$ cat config.mk
export PLATFORM = sky130hd
export DESIGN_NAME = atlas_rect_first_fit_alloc_top
export DESIGN_NICKNAME = d
export VERILOG_FILES = /design/src/rtl/core/arff_pkg.sv /design/src/rtl/core/arff_ctrl.sv /design/src/rtl/core/arff_dpath.sv /design/src/rtl/core/atlas_rect_first_fit_alloc_top.sv
export SDC_FILE = /design/constraint.sdc
export NUM_CORES = 2
export LEC_CHECK = 0
export ABC_AREA = 1
export BUFFER_PORTS_ARGS = -buffer_cell sky130_fd_sc_hd__buf_2
export CAP_MARGIN = 20
export CORE_UTILIZATION = 50
export DETAILED_ROUTE_END_ITERATION = 8
export PLACE_DENSITY = 0.65
export SYNTH_ARGS = -nofsm -noshare
export SYNTH_HDL_FRONTEND = slang
export SYNTH_SLANG_ARGS = --single-unit
$ cat constraint.sdc
create_clock -name clk -period 5.5 [get_ports clk]
set_input_delay 1.1 -clock clk [delete_from_list [all_inputs] [get_ports clk]]
set_output_delay 1.1 -clock clk [all_outputs]
set_load 0.005 [all_outputs]
$ cat src/rtl/core/arff_pkg.sv
// shared types and constants of the atlas rectangle first-fit allocator
// no dependencies
package arff_pkg;

    localparam int CFG_W       = 7;
    localparam int PIX_W       = 11;
    localparam int POS_W       = 10;
    localparam int SQ_W        = 12;  // size in squares and pixel sums up to 2047 + 255
    localparam int RECIP_SHIFT = 24;
    localparam int IN_DATA_W   = 24;
    localparam int OUT_DATA_W  = 24;
    localparam int CFG_IDX_W   = 1;

    localparam logic [CFG_IDX_W-1:0] REG_GRID_WIDTH  = 1'd0;
    localparam logic [CFG_IDX_W-1:0] REG_GRID_HEIGHT = 1'd1;
    localparam logic [CFG_W-1:0]     GRID_RESET      = 7'd64;

    localparam logic OP_ALLOC = 1'b0;
    localparam logic OP_CLEAR = 1'b1;

    typedef enum logic [3:0] {
        ST_IDLE,
        ST_SIZE,
        ST_CHECK,
        ST_ROWS,
        ST_ROWS_WAIT,
        ST_DIL_INIT,
        ST_DIL,
        ST_FIND_GROUP,
        ST_FIND_PICK,
        ST_DECIDE,
        ST_MARK,
        ST_MARK_WAIT,
        ST_DONE
    } state_t;

    typedef struct packed {
        logic clear_map;
        logic load_req;
        logic size;
        logic scan_init;
        logic row_init;
        logic y_inc;
        logic rd_issue;
        logic mark;
        logic dil_init;
        logic dil_step;
        logic find_group;
        logic find_pick;
        logic rect_load;
        logic res_set;
        logic res_found;
        logic res_pos;
        logic out_load;
    } cmd_t;

    typedef struct packed {
        logic zero_size;
        logic too_big;
        logic rows_last;
        logic dil_done;
        logic y_last;
        logic hit;
        logic out_free;
    } sts_t;

endpackage

$ cat src/rtl/core/arff_ctrl.sv
// sequencing state machine of the allocator
// depends on arff_pkg; drives arff_dpath through cmd_t and reads sts_t
module arff_ctrl
    import arff_pkg::*;
(
    input  logic clk,
    input  logic rst_n,
    input  logic in_valid,
    input  logic in_op,
    output logic in_ready,
    output cmd_t cmd,
    input  sts_t sts
);

    state_t state_reg;
    state_t state_next;

    always_ff @(posedge clk or negedge rst_n)
    begin
        if (!rst_n)
        begin
            state_reg <= ST_IDLE;
        end
        else
        begin
            state_reg <= state_next;
        end
    end

    always_comb
    begin
        cmd        = '0;
        in_ready   = 1'b0;
        state_next = state_reg;
        unique case (state_reg)
            ST_IDLE:
            begin
                in_ready = 1'b1;
                if (in_valid)
                begin
                    if (in_op == OP_CLEAR)
                    begin
                        cmd.clear_map = 1'b1;
                    end
                    else
                    begin
                        cmd.load_req = 1'b1;
                        state_next   = ST_SIZE;
                    end
                end
            end
            ST_SIZE:
            begin
                cmd.size   = 1'b1;
                state_next = ST_CHECK;
            end
            ST_CHECK:
            begin
                priority if (sts.zero_size)
                begin
                    cmd.res_set   = 1'b1;
                    cmd.res_found = 1'b1;
                    state_next    = ST_DONE;
                end
                else if (sts.too_big)
                begin
                    cmd.res_set = 1'b1;
                    state_next  = ST_DONE;
                end
                else
                begin
                    cmd.scan_init = 1'b1;
                    cmd.row_init  = 1'b1;
                    state_next    = ST_ROWS;
                end
            end
            ST_ROWS:
            begin
                cmd.rd_issue = 1'b1;
                if (sts.rows_last)
                begin
                    state_next = ST_ROWS_WAIT;
                end
            end
            ST_ROWS_WAIT:
            begin
                // last row folds into the accumulator here
                state_next = ST_DIL_INIT;
            end
            ST_DIL_INIT:
            begin
                cmd.dil_init = 1'b1;
                state_next   = ST_DIL;
            end
            ST_DIL:
            begin
                if (sts.dil_done)
                begin
                    state_next = ST_FIND_GROUP;
                end
                else
                begin
                    cmd.dil_step = 1'b1;
                end
            end
            ST_FIND_GROUP:
            begin
                cmd.find_group = 1'b1;
                state_next     = ST_FIND_PICK;
            end
            ST_FIND_PICK:
            begin
                cmd.find_pick = 1'b1;
                state_next    = ST_DECIDE;
            end
            ST_DECIDE:
            begin
                priority if (sts.hit)
                begin
                    cmd.rect_load = 1'b1;
                    cmd.row_init  = 1'b1;
                    state_next    = ST_MARK;
                end
                else if (sts.y_last)
                begin
                    cmd.res_set = 1'b1;
                    state_next  = ST_DONE;
                end
                else
                begin
                    cmd.y_inc    = 1'b1;
                    cmd.row_init = 1'b1;
                    state_next   = ST_ROWS;
                end
            end
            ST_MARK:
            begin
                cmd.rd_issue = 1'b1;
                cmd.mark     = 1'b1;
                if (sts.rows_last)
                begin
                    state_next = ST_MARK_WAIT;
                end
            end
            ST_MARK_WAIT:
            begin
                cmd.res_set   = 1'b1;
                cmd.res_found = 1'b1;
                cmd.res_pos   = 1'b1;
                state_next    = ST_DONE;
            end
            ST_DONE:
            begin
                if (sts.out_free)
                begin
                    cmd.out_load = 1'b1;
                    state_next   = ST_IDLE;
                end
            end
            default:
            begin
                state_next = ST_IDLE;
            end
        endcase
    end

endmodule

$ cat src/rtl/core/arff_dpath.sv
// datapath: occupancy rows, row accumulator, dilation, first-free search, result register
// depends on arff_pkg; sequenced by arff_ctrl
module arff_dpath
    import arff_pkg::*;
#(
    parameter int SQUARE_SIDE     = 16,
    parameter int MAX_GRID_WIDTH  = 64,
    parameter int MAX_GRID_HEIGHT = 64
)
(
    input  logic             clk,
    input  logic             rst_n,
    input  cmd_t             cmd,
    output sts_t             sts,
    input  logic             cfg_we,
    input  logic [CFG_IDX_W-1:0] cfg_addr,
    input  logic [CFG_W-1:0] cfg_wdata,
    input  logic [PIX_W-1:0] req_width_pixels,
    input  logic [PIX_W-1:0] req_height_pixels,
    input  logic             out_ready,
    output logic             out_valid,
    output logic             found,
    output logic [POS_W-1:0] x_pixel,
    output logic [POS_W-1:0] y_pixel
);

    localparam int W     = MAX_GRID_WIDTH;
    localparam int H     = MAX_GRID_HEIGHT;
    localparam int CA    = (W > 1) ? $clog2(W) : 1;
    localparam int RA    = (H > 1) ? $clog2(H) : 1;
    localparam int NG    = (W + 7) / 8;
    localparam int PADW  = NG * 8;
    localparam int MUL_W = SQ_W + RECIP_SHIFT + 1;
    localparam logic [RECIP_SHIFT:0] RECIP =
        (RECIP_SHIFT + 1)'(((1 << RECIP_SHIFT) + SQUARE_SIDE - 1) / SQUARE_SIDE);
    localparam logic [W-1:0]    TOP_BIT  = W'(1) << (W - 1);
    localparam logic [PADW-1:0] PAD_FILL = ~PADW'({W{1'b1}});

    // configuration
    logic [CFG_W-1:0] cfg_w_reg;
    logic [CFG_W-1:0] cfg_h_reg;
    logic [SQ_W-1:0]  gw;
    logic [SQ_W-1:0]  gh;

    // request
    logic [PIX_W-1:0] pw_reg;
    logic [PIX_W-1:0] ph_reg;
    logic [SQ_W-1:0]  pw_up;
    logic [SQ_W-1:0]  ph_up;
    logic [MUL_W-1:0] prod_w;
    logic [MUL_W-1:0] prod_h;
    logic [SQ_W-1:0]  w_reg;
    logic [SQ_W-1:0]  h_reg;

    // scan counters
    logic [RA-1:0] y_reg;
    logic [RA:0]   k_reg;
    logic [CA:0]   c_reg;
    logic [RA:0]   addr_sum;
    logic [RA-1:0] rd_addr;

    // occupancy rows, a row never written since clear reads as free
    logic [W-1:0]  mem [H];
    logic [H-1:0]  vld_reg;
    logic [W-1:0]  rd_q_reg;
    logic          rd_vld_reg;
    logic [W-1:0]  rd_row;
    logic          pend_reg;
    logic          pend_mark_reg;
    logic [RA-1:0] wr_addr_reg;

    // row accumulator and dilation
    logic [W-1:0] acc_reg;
    logic [W-1:0] base_reg;
    logic [W-1:0] oob;
    logic [W-1:0] rect_reg;
    logic [W-1:0] low_mask;

    // first-free search
    logic [PADW-1:0] pad;
    logic [NG-1:0]   grp_free_next;
    logic [2:0]      grp_idx_next [NG];
    logic [NG-1:0]   grp_free_reg;
    logic [2:0]      grp_idx_reg [NG];
    logic            pick_hit;
    logic [CA-1:0]   pick_x;
    logic            hit_reg;
    logic [CA-1:0]   x_reg;

    // result
    logic            res_found_reg;
    logic [CA-1:0]   res_x_reg;
    logic [RA-1:0]   res_y_reg;
    logic [CA+8:0]   x_scaled;
    logic [RA+8:0]   y_scaled;
    logic            out_valid_reg;
    logic            out_found_reg;
    logic [POS_W-1:0] out_x_reg;
    logic [POS_W-1:0] out_y_reg;

    always_ff @(posedge clk or negedge rst_n)
    begin
        if (!rst_n)
        begin
            cfg_w_reg <= GRID_RESET;
            cfg_h_reg <= GRID_RESET;
        end
        else if (cfg_we)
        begin
            unique case (cfg_addr)
                REG_GRID_WIDTH:  cfg_w_reg <= cfg_wdata;
                REG_GRID_HEIGHT: cfg_h_reg <= cfg_wdata;
            endcase
        end
    end

    // saturate to the built grid
    assign gw = (SQ_W'(cfg_w_reg) > SQ_W'(W)) ? SQ_W'(W) : SQ_W'(cfg_w_reg);
    assign gh = (SQ_W'(cfg_h_reg) > SQ_W'(H)) ? SQ_W'(H) : SQ_W'(cfg_h_reg);

    // round up to squares by reciprocal multiply, exact for pixel sums below 4096
    assign pw_up  = SQ_W'(pw_reg) + SQ_W'(SQUARE_SIDE - 1);
    assign ph_up  = SQ_W'(ph_reg) + SQ_W'(SQUARE_SIDE - 1);
    assign prod_w = MUL_W'(pw_up) * MUL_W'(RECIP);
    assign prod_h = MUL_W'(ph_up) * MUL_W'(RECIP);

    always_ff @(posedge clk)
    begin
        if (cmd.load_req)
        begin
            pw_reg <= req_width_pixels;
            ph_reg <= req_height_pixels;
        end
        if (cmd.size)
        begin
            w_reg <= prod_w[RECIP_SHIFT +: SQ_W];
            h_reg <= prod_h[RECIP_SHIFT +: SQ_W];
        end
    end

    assign addr_sum = (RA + 1)'(y_reg) + k_reg;
    assign rd_addr  = addr_sum[RA-1:0];
    assign rd_row   = rd_vld_reg ? rd_q_reg : '0;

    always_ff @(posedge clk)
    begin
        if (cmd.scan_init)
        begin
            y_reg <= '0;
        end
        else if (cmd.y_inc)
        begin
            y_reg <= y_reg + RA'(1);
        end
        if (cmd.row_init)
        begin
            k_reg <= '0;
        end
        else if (cmd.rd_issue)
        begin
            k_reg <= k_reg + (RA + 1)'(1);
        end
        if (cmd.dil_init)
        begin
            c_reg <= (CA + 1)'(1);
        end
        else if (cmd.dil_step)
        begin
            c_reg <= c_reg + (CA + 1)'(1);
        end
    end

    // row memory: a read is issued, then merged or written back in the cycle after
    always_ff @(posedge clk)
    begin
        if (pend_mark_reg)
        begin
            mem[wr_addr_reg] <= rd_row | rect_reg;
        end
        if (cmd.rd_issue)
        begin
            rd_q_reg    <= mem[rd_addr];
            rd_vld_reg  <= vld_reg[rd_addr];
            wr_addr_reg <= rd_addr;
        end
    end

    always_ff @(posedge clk or negedge rst_n)
    begin
        if (!rst_n)
        begin
            vld_reg       <= '0;
            pend_reg      <= 1'b0;
            pend_mark_reg <= 1'b0;
        end
        else
        begin
            pend_reg      <= cmd.rd_issue;
            pend_mark_reg <= cmd.rd_issue & cmd.mark;
            if (cmd.clear_map)
            begin
                vld_reg <= '0;
            end
            else if (pend_mark_reg)
            begin
                vld_reg[wr_addr_reg] <= 1'b1;
            end
        end
    end

    // columns past the configured width count as taken
    always_comb
    begin
        for (int i = 0; i < W; i++)
        begin
            oob[i]      = (SQ_W'(i) >= gw);
            low_mask[i] = (SQ_W'(i) < w_reg);
        end
    end

    always_ff @(posedge clk)
    begin
        priority if (cmd.row_init)
        begin
            acc_reg <= oob;
        end
        else if (pend_reg && !pend_mark_reg)
        begin
            acc_reg <= acc_reg | rd_row;
        end
        else if (cmd.dil_step)
        begin
            // origin blocked if any of the next w columns is taken
            acc_reg <= base_reg | (acc_reg >> 1) | TOP_BIT;
        end
        if (cmd.dil_init)
        begin
            base_reg <= acc_reg;
        end
        if (cmd.rect_load)
        begin
            rect_reg <= low_mask << x_reg;
        end
    end

    // two-level search for the lowest free origin
    assign pad = PADW'(acc_reg) | PAD_FILL;

    always_comb
    begin
        for (int g = 0; g < NG; g++)
        begin
            grp_free_next[g] = ~&pad[g*8 +: 8];
            grp_idx_next[g]  = 3'd0;
            for (int j = 7; j >= 0; j--)
            begin
                if (!pad[g*8 + j])
                begin
                    grp_idx_next[g] = 3'(j);
                end
            end
        end
    end

    always_comb
    begin
        pick_hit = 1'b0;
        pick_x   = '0;
        for (int g = NG - 1; g >= 0; g--)
        begin
            if (grp_free_reg[g])
            begin
                pick_hit = 1'b1;
                pick_x   = CA'((g * 8) + int'(grp_idx_reg[g]));
            end
        end
    end

    always_ff @(posedge clk)
    begin
        if (cmd.find_group)
        begin
            grp_free_reg <= grp_free_next;
            grp_idx_reg  <= grp_idx_next;
        end
        if (cmd.find_pick)
        begin
            hit_reg <= pick_hit;
            x_reg   <= pick_x;
        end
        if (cmd.res_set)
        begin
            res_found_reg <= cmd.res_found;
            res_x_reg     <= cmd.res_pos ? x_reg : '0;
            res_y_reg     <= cmd.res_pos ? y_reg : '0;
        end
    end

    assign x_scaled = (CA + 9)'(res_x_reg) * (CA + 9)'(SQUARE_SIDE);
    assign y_scaled = (RA + 9)'(res_y_reg) * (RA + 9)'(SQUARE_SIDE);

    always_ff @(posedge clk or negedge rst_n)
    begin
        if (!rst_n)
        begin
            out_valid_reg <= 1'b0;
        end
        else if (cmd.out_load)
        begin
            out_valid_reg <= 1'b1;
        end
        else if (out_ready)
        begin
            out_valid_reg <= 1'b0;
        end
    end

    always_ff @(posedge clk)
    begin
        if (cmd.out_load)
        begin
            out_found_reg <= res_found_reg;
            out_x_reg     <= x_scaled[POS_W-1:0];
            out_y_reg     <= y_scaled[POS_W-1:0];
        end
    end

    assign out_valid = out_valid_reg;
    assign found     = out_found_reg;
    assign x_pixel   = out_x_reg;
    assign y_pixel   = out_y_reg;

    assign sts.zero_size = (w_reg == '0) || (h_reg == '0);
    assign sts.too_big   = (w_reg > gw) || (h_reg > gh);
    assign sts.rows_last = (SQ_W'(k_reg) + SQ_W'(1)) == h_reg;
    assign sts.dil_done  = SQ_W'(c_reg) >= w_reg;
    assign sts.y_last    = (SQ_W'(y_reg) + h_reg) >= gh;
    assign sts.hit       = hit_reg;
    assign sts.out_free  = !out_valid_reg || out_ready;

endmodule

$ cat src/rtl/core/atlas_rect_first_fit_alloc_top.sv
// allocate: zero-area or oversized requests skip the scan and go from the check state to done
// scan: each candidate row y takes h row reads, a dilation over w columns and a search,
//   a hit adds a read-modify-write of the h rows of the rectangle on the row memory
// one item at a time; the next item is taken once the result sits in the output register
// clear: no result; reset and clear empty the map at once through per-row valid flops
// config registers come out of reset at 64 x 64 squares
module atlas_rect_first_fit_alloc_top
    import arff_pkg::*;
#(
    parameter int SQUARE_SIDE     = 16,
    parameter int MAX_GRID_WIDTH  = 64,
    parameter int MAX_GRID_HEIGHT = 64
)
(
    input  logic                  clk,
    input  logic                  rst_n,
    input  logic                  s_tvalid,
    output logic                  s_tready,
    input  logic [IN_DATA_W-1:0]  s_tdata,   // req_width_pixels[10:0], req_height_pixels[21:11]
    input  logic                  s_tuser,   // op
    input  logic                  cfg_we,
    input  logic [CFG_IDX_W-1:0]  cfg_addr,
    input  logic [CFG_W-1:0]      cfg_wdata,
    output logic                  m_tvalid,
    input  logic                  m_tready,
    output logic [OUT_DATA_W-1:0] m_tdata,   // x_pixel[9:0], y_pixel[19:10]
    output logic                  m_tuser    // found
);

    cmd_t             cmd;
    sts_t             sts;
    logic [POS_W-1:0] x_pixel;
    logic [POS_W-1:0] y_pixel;

    arff_ctrl u_ctrl (
        .clk      (clk),
        .rst_n    (rst_n),
        .in_valid (s_tvalid),
        .in_op    (s_tuser),
        .in_ready (s_tready),
        .cmd      (cmd),
        .sts      (sts)
    );

    arff_dpath #(
        .SQUARE_SIDE     (SQUARE_SIDE),
        .MAX_GRID_WIDTH  (MAX_GRID_WIDTH),
        .MAX_GRID_HEIGHT (MAX_GRID_HEIGHT)
    ) u_dpath (
        .clk               (clk),
        .rst_n             (rst_n),
        .cmd               (cmd),
        .sts               (sts),
        .cfg_we            (cfg_we),
        .cfg_addr          (cfg_addr),
        .cfg_wdata         (cfg_wdata),
        .req_width_pixels  (s_tdata[PIX_W-1:0]),
        .req_height_pixels (s_tdata[2*PIX_W-1:PIX_W]),
        .out_ready         (m_tready),
        .out_valid         (m_tvalid),
        .found             (m_tuser),
        .x_pixel           (x_pixel),
        .y_pixel           (y_pixel)
    );

    assign m_tdata = {{(OUT_DATA_W - 2*POS_W){1'b0}}, y_pixel, x_pixel};

endmodule

==> impl_results.md <==
* Number of detailed-route iterations in the first pass at 9
* Final Hold Fails at 0
* Starting density of the core at 50.4%
* Static leakage at 68.9 nW
* Buffers on Ports at 50
* Peak VDD IR at 0.491 mV
* I/O pin count at between 60 and 70
* Initial antenna violation count at 25
* Die Footprint at ~380,000 µm²
* Areal power density over the cells at around 510 nW/µm²
* Synth-to-Final Area Change at 11.8%
* Crit path arrival time at 5.00 ns
* Critical R2R Launch: u_dpath.y_reg[0]$_SDFFE_PP0P_
* Element type at the critical path start: register
* Slew margin rel. at a little under a fifth
* Type of the worst min-delay path: in2async
* Shortest clock period the worst path allows after layout at 4.28 ns
* Fraction of layout cells with a size suffix above 1 at 11.0%
* Pins Over Slew Limit at 0
* Post-synthesis cell area at around 190,000 µm²
* Routed length per placed instance at about 28 µm
* Worst setup skew after layout at 0.0492 ns
* Post-synthesis sequential area ratio at 73.1%
* Core Region at 370,000 µm²
* GRT Resource Usage Total at 29.4%
* Post-CTS setup-driven buffer insertion count at 0
* Delay of the slowest critical-path stage at 1.28 ns
* Num rows at 223
* Depth of the worst register-to-register path at 11
* Clock tree from TritonCTS: yes
* Total setup violations reported at the end of the flow at 0
* Mapped Cells at 14,700
* Worst path setup slack after routing at about 1.2 ns
* Pre-CTS WS at 1.36 ns
* DR iter-0 viols at 17,400
* ANT nets after route at 0
* Number of levels in the clock H-tree at 5
* Number of synthesized flops with an enable pin at 4,461
* Total of flip-flops plus latches after synthesis at 4,566
* Kind of cell adding the most delay to the critical path: adder cells
* Crit path capture type: register
* Buffers from clock root to sink, at most at 4
* Total of fill cells in the finished design at 29,800
* Register with the most flip-flops: u_dpath.mem
* Achievable clock frequency at 0.233 GHz
* Number of distinct library cells after synthesis at 49
* Layout Nets at 14,700
* Most used flip-flop cell after synthesis: sky130_fd_sc_hd__edfxtp_1
* Overall die width at 613 µm
* Count of buffer and inverter cells on the critical path at 2
* Clock buffer count from CTS at 456
* Worst R2R End: u_dpath.rd_q_reg[58]$_DFFE_PP_
* Number of buffers added to fix hold violations after cts at 0
* Number of global-route vias before repair at 113,000
* CP Cell Sequence: ha_4, fa_4, inv_8, buf_4, o21ai_0, o22ai_1, mux2_2, nand2_1, nand3_1, nand3_1, nand2_1
* Result of the run: complete, no violations
* Non-filler instance count after layout at about 20,000
* Die Ht at 613 µm
* PostCTS Resize Cnt at 0
* Number of vias per cell after detailed routing at 6.21
* Fraction of synthesis flops using an asynchronous set or reset pin at 1.86%
* Actual transition at the worst max-transition pin at 1.22 ns
* Clock sink total at approximately 4,600
* Post-route fraction of the period consumed by the critical path at between 70% and 80%
* Largest driver fanout on the critical path at 58
* CP max-delay cell: sky130_fd_sc_hd__fa_4
* Routability congestion estimate from global placement at 0.946
* CTS Root Buffer Type: sky130_fd_sc_hd__clkbuf_16
* Number of flip-flops under the largest register name at 4,096
* Avg Cell Area, Syn at 12.7 µm²
* Post-route DRC violation count at 0
* Most used cells in the layout excluding fill and tap cells: 4,461 x sky130_fd_sc_hd__edfxtp_1, 2,394 x sky130_fd_sc_hd__nor2_1, 2,226 x sky130_fd_sc_hd__o21ai_0, 1,259 x sky130_fd_sc_hd__nand2_1, 1,040 x sky130_fd_sc_hd__o22ai_1
* Maximum number of pins on one net before global-route repair at 214
* Via count of the routed design at 124,000
* Setup slack on the worst flop-to-flop path at 1.22 ns
* Number of max-capacitance violations reported at 0
* Later-pin clock latency in the skew report at 1.00 ns
* Routed Wire Length at 565,000 µm
* Data required time at the worst endpoint at 6.21 ns
* Classification of the worst setup path: reg2reg
* Setup repair after global routing missed its margin: no
* Clock-pin slew on the worst setup and hold paths at ~0.06 ns
* Total negative slack at 0 ns
* Post-layout util at a little under three fifths
* Worst setup startpoint: u_dpath.y_reg[0]$_SDFFE_PP0P_
* DP Wirelength at 298,000 µm
* Total placed cells including tap cells at 19,100
* Wire length of the first global-routing pass at 802,000 µm
* Aggregate global routing overflow at 0
* Syn. warnings at 0
* Most common library cell in the layout ignoring fill and taps: sky130_fd_sc_hd__edfxtp_1
## metal layers
layer	part of all wire, %	track usage, %	routed length (µm)	vias to the layer above
li1	-	-	-	54000
met1	39	40.6	220000	61500
met2	45	45.6	255000	6871
met3	11	5.03	59500	1400
met4	5.3	13.7	30200	22
met5	0.039	0	219	-
## worst max-delay path by stage
stage	end	cells past startpoint
6_report	u_dpath.rd_q_reg[58]$_DFFE_PP_	11
5_1_grt	u_dpath.rd_q_reg[58]$_DFFE_PP_	11
4_1_cts	u_dpath.rd_q_reg[58]$_DFFE_PP_	11
3_5_place_dp	u_dpath.rd_q_reg[58]$_DFFE_PP_	11
3_3_place_gp	u_dpath.rd_q_reg[11]$_DFFE_PP_	12
2_1_floorplan	u_dpath.acc_reg[0]$_DFFE_PP_	17
## Yosys cell counts, types with 2 or more instances
cell type                  instances  share of area [%]
sky130_fd_sc_hd__o21ai_0        2226                6.0
sky130_fd_sc_hd__o22ai_1        1040                3.5
sky130_fd_sc_hd__inv_2            10              0.020
sky130_fd_sc_hd__o21ai_1           8              0.021
sky130_fd_sc_hd__clkinv_1          4             0.0080
sky130_fd_sc_hd__nand2_1        1307                2.6
sky130_fd_sc_hd__dfxtp_1          20               0.21
sky130_fd_sc_hd__a31oi_1          22              0.074
sky130_fd_sc_hd__ha_1             42               0.28
sky130_fd_sc_hd__buf_1            86               0.17
sky130_fd_sc_hd__edfxtp_1       4461                 72
sky130_fd_sc_hd__nor3_1           60               0.16
sky130_fd_sc_hd__mux2_1           70               0.42
sky130_fd_sc_hd__buf_4            15              0.060
sky130_fd_sc_hd__a21boi_0          2             0.0080
sky130_fd_sc_hd__dfrtp_1          83                1.1
sky130_fd_sc_hd__mux2_2          450                2.7
sky130_fd_sc_hd__nand3b_1         11              0.044
sky130_fd_sc_hd__nand4_1          17              0.057
sky130_fd_sc_hd__nor2_1         2462                5.0
sky130_fd_sc_hd__xor2_1           16              0.075
sky130_fd_sc_hd__xnor2_1           8              0.038
sky130_fd_sc_hd__nor4_1           12              0.040
sky130_fd_sc_hd__fa_1              2              0.021
sky130_fd_sc_hd__a21oi_1          82               0.22
sky130_fd_sc_hd__buf_2           270               0.72
sky130_fd_sc_hd__o31ai_1          47               0.19
sky130_fd_sc_hd__nand3_1         943                2.5
sky130_fd_sc_hd__nor2_2            2             0.0067
sky130_fd_sc_hd__clkbuf_1        617                1.2
sky130_fd_sc_hd__dfstp_2           2              0.028
sky130_fd_sc_hd__xor2_2            2              0.017
sky130_fd_sc_hd__or2_2             4              0.013
sky130_fd_sc_hd__o21bai_1          4              0.016
sky130_fd_sc_hd__o211ai_1          6              0.024
sky130_fd_sc_hd__buf_6             5              0.030
sky130_fd_sc_hd__inv_1           274               0.55
sky130_fd_sc_hd__nand2_2           2             0.0067
## layout make-up
cell class	count	area, µm²	share of cell area, %
Clock inverter	250	2070	0.992
Inverter	289	1130	0.542
Clock buffer	585	12300	5.87
Tap cell	4950	6190	2.97
Timing Repair Buffer	427	4810	2.31
Multi-Input combinational cell	8868	45700	21.9
Sequential cell	4566	136000	65.4
Antenna cell	7	17.5	0.00839
## report_power, final
part	total, mW	switching [mW]	internal (mW)
registers	42.4	0.786	41.6
logic	34.0	23.3	10.7
clock network	30.2	13.1	17.0
## logic make-up after synthesis
family	synth area share, %
simple gates	10.5
flops	73.1
compound gates	10.0
buf+inv	2.81
mux	3.14
fa+ha+maj	0.303
xor+xnor	0.139
other cells	0.00201
## per-stage QoR
step                      power, mW  hold WS [ns]  cell area, µm²
after floorplan                65.5         0.400          187000
after global placement         76.0         0.408          193000
after detailed placement       76.4         0.405          194000
after CTS                       106         0.135          208000
after global routing            111         0.204          209000
final                           107         0.160          209000
Power figures use the tool's default switching activity.
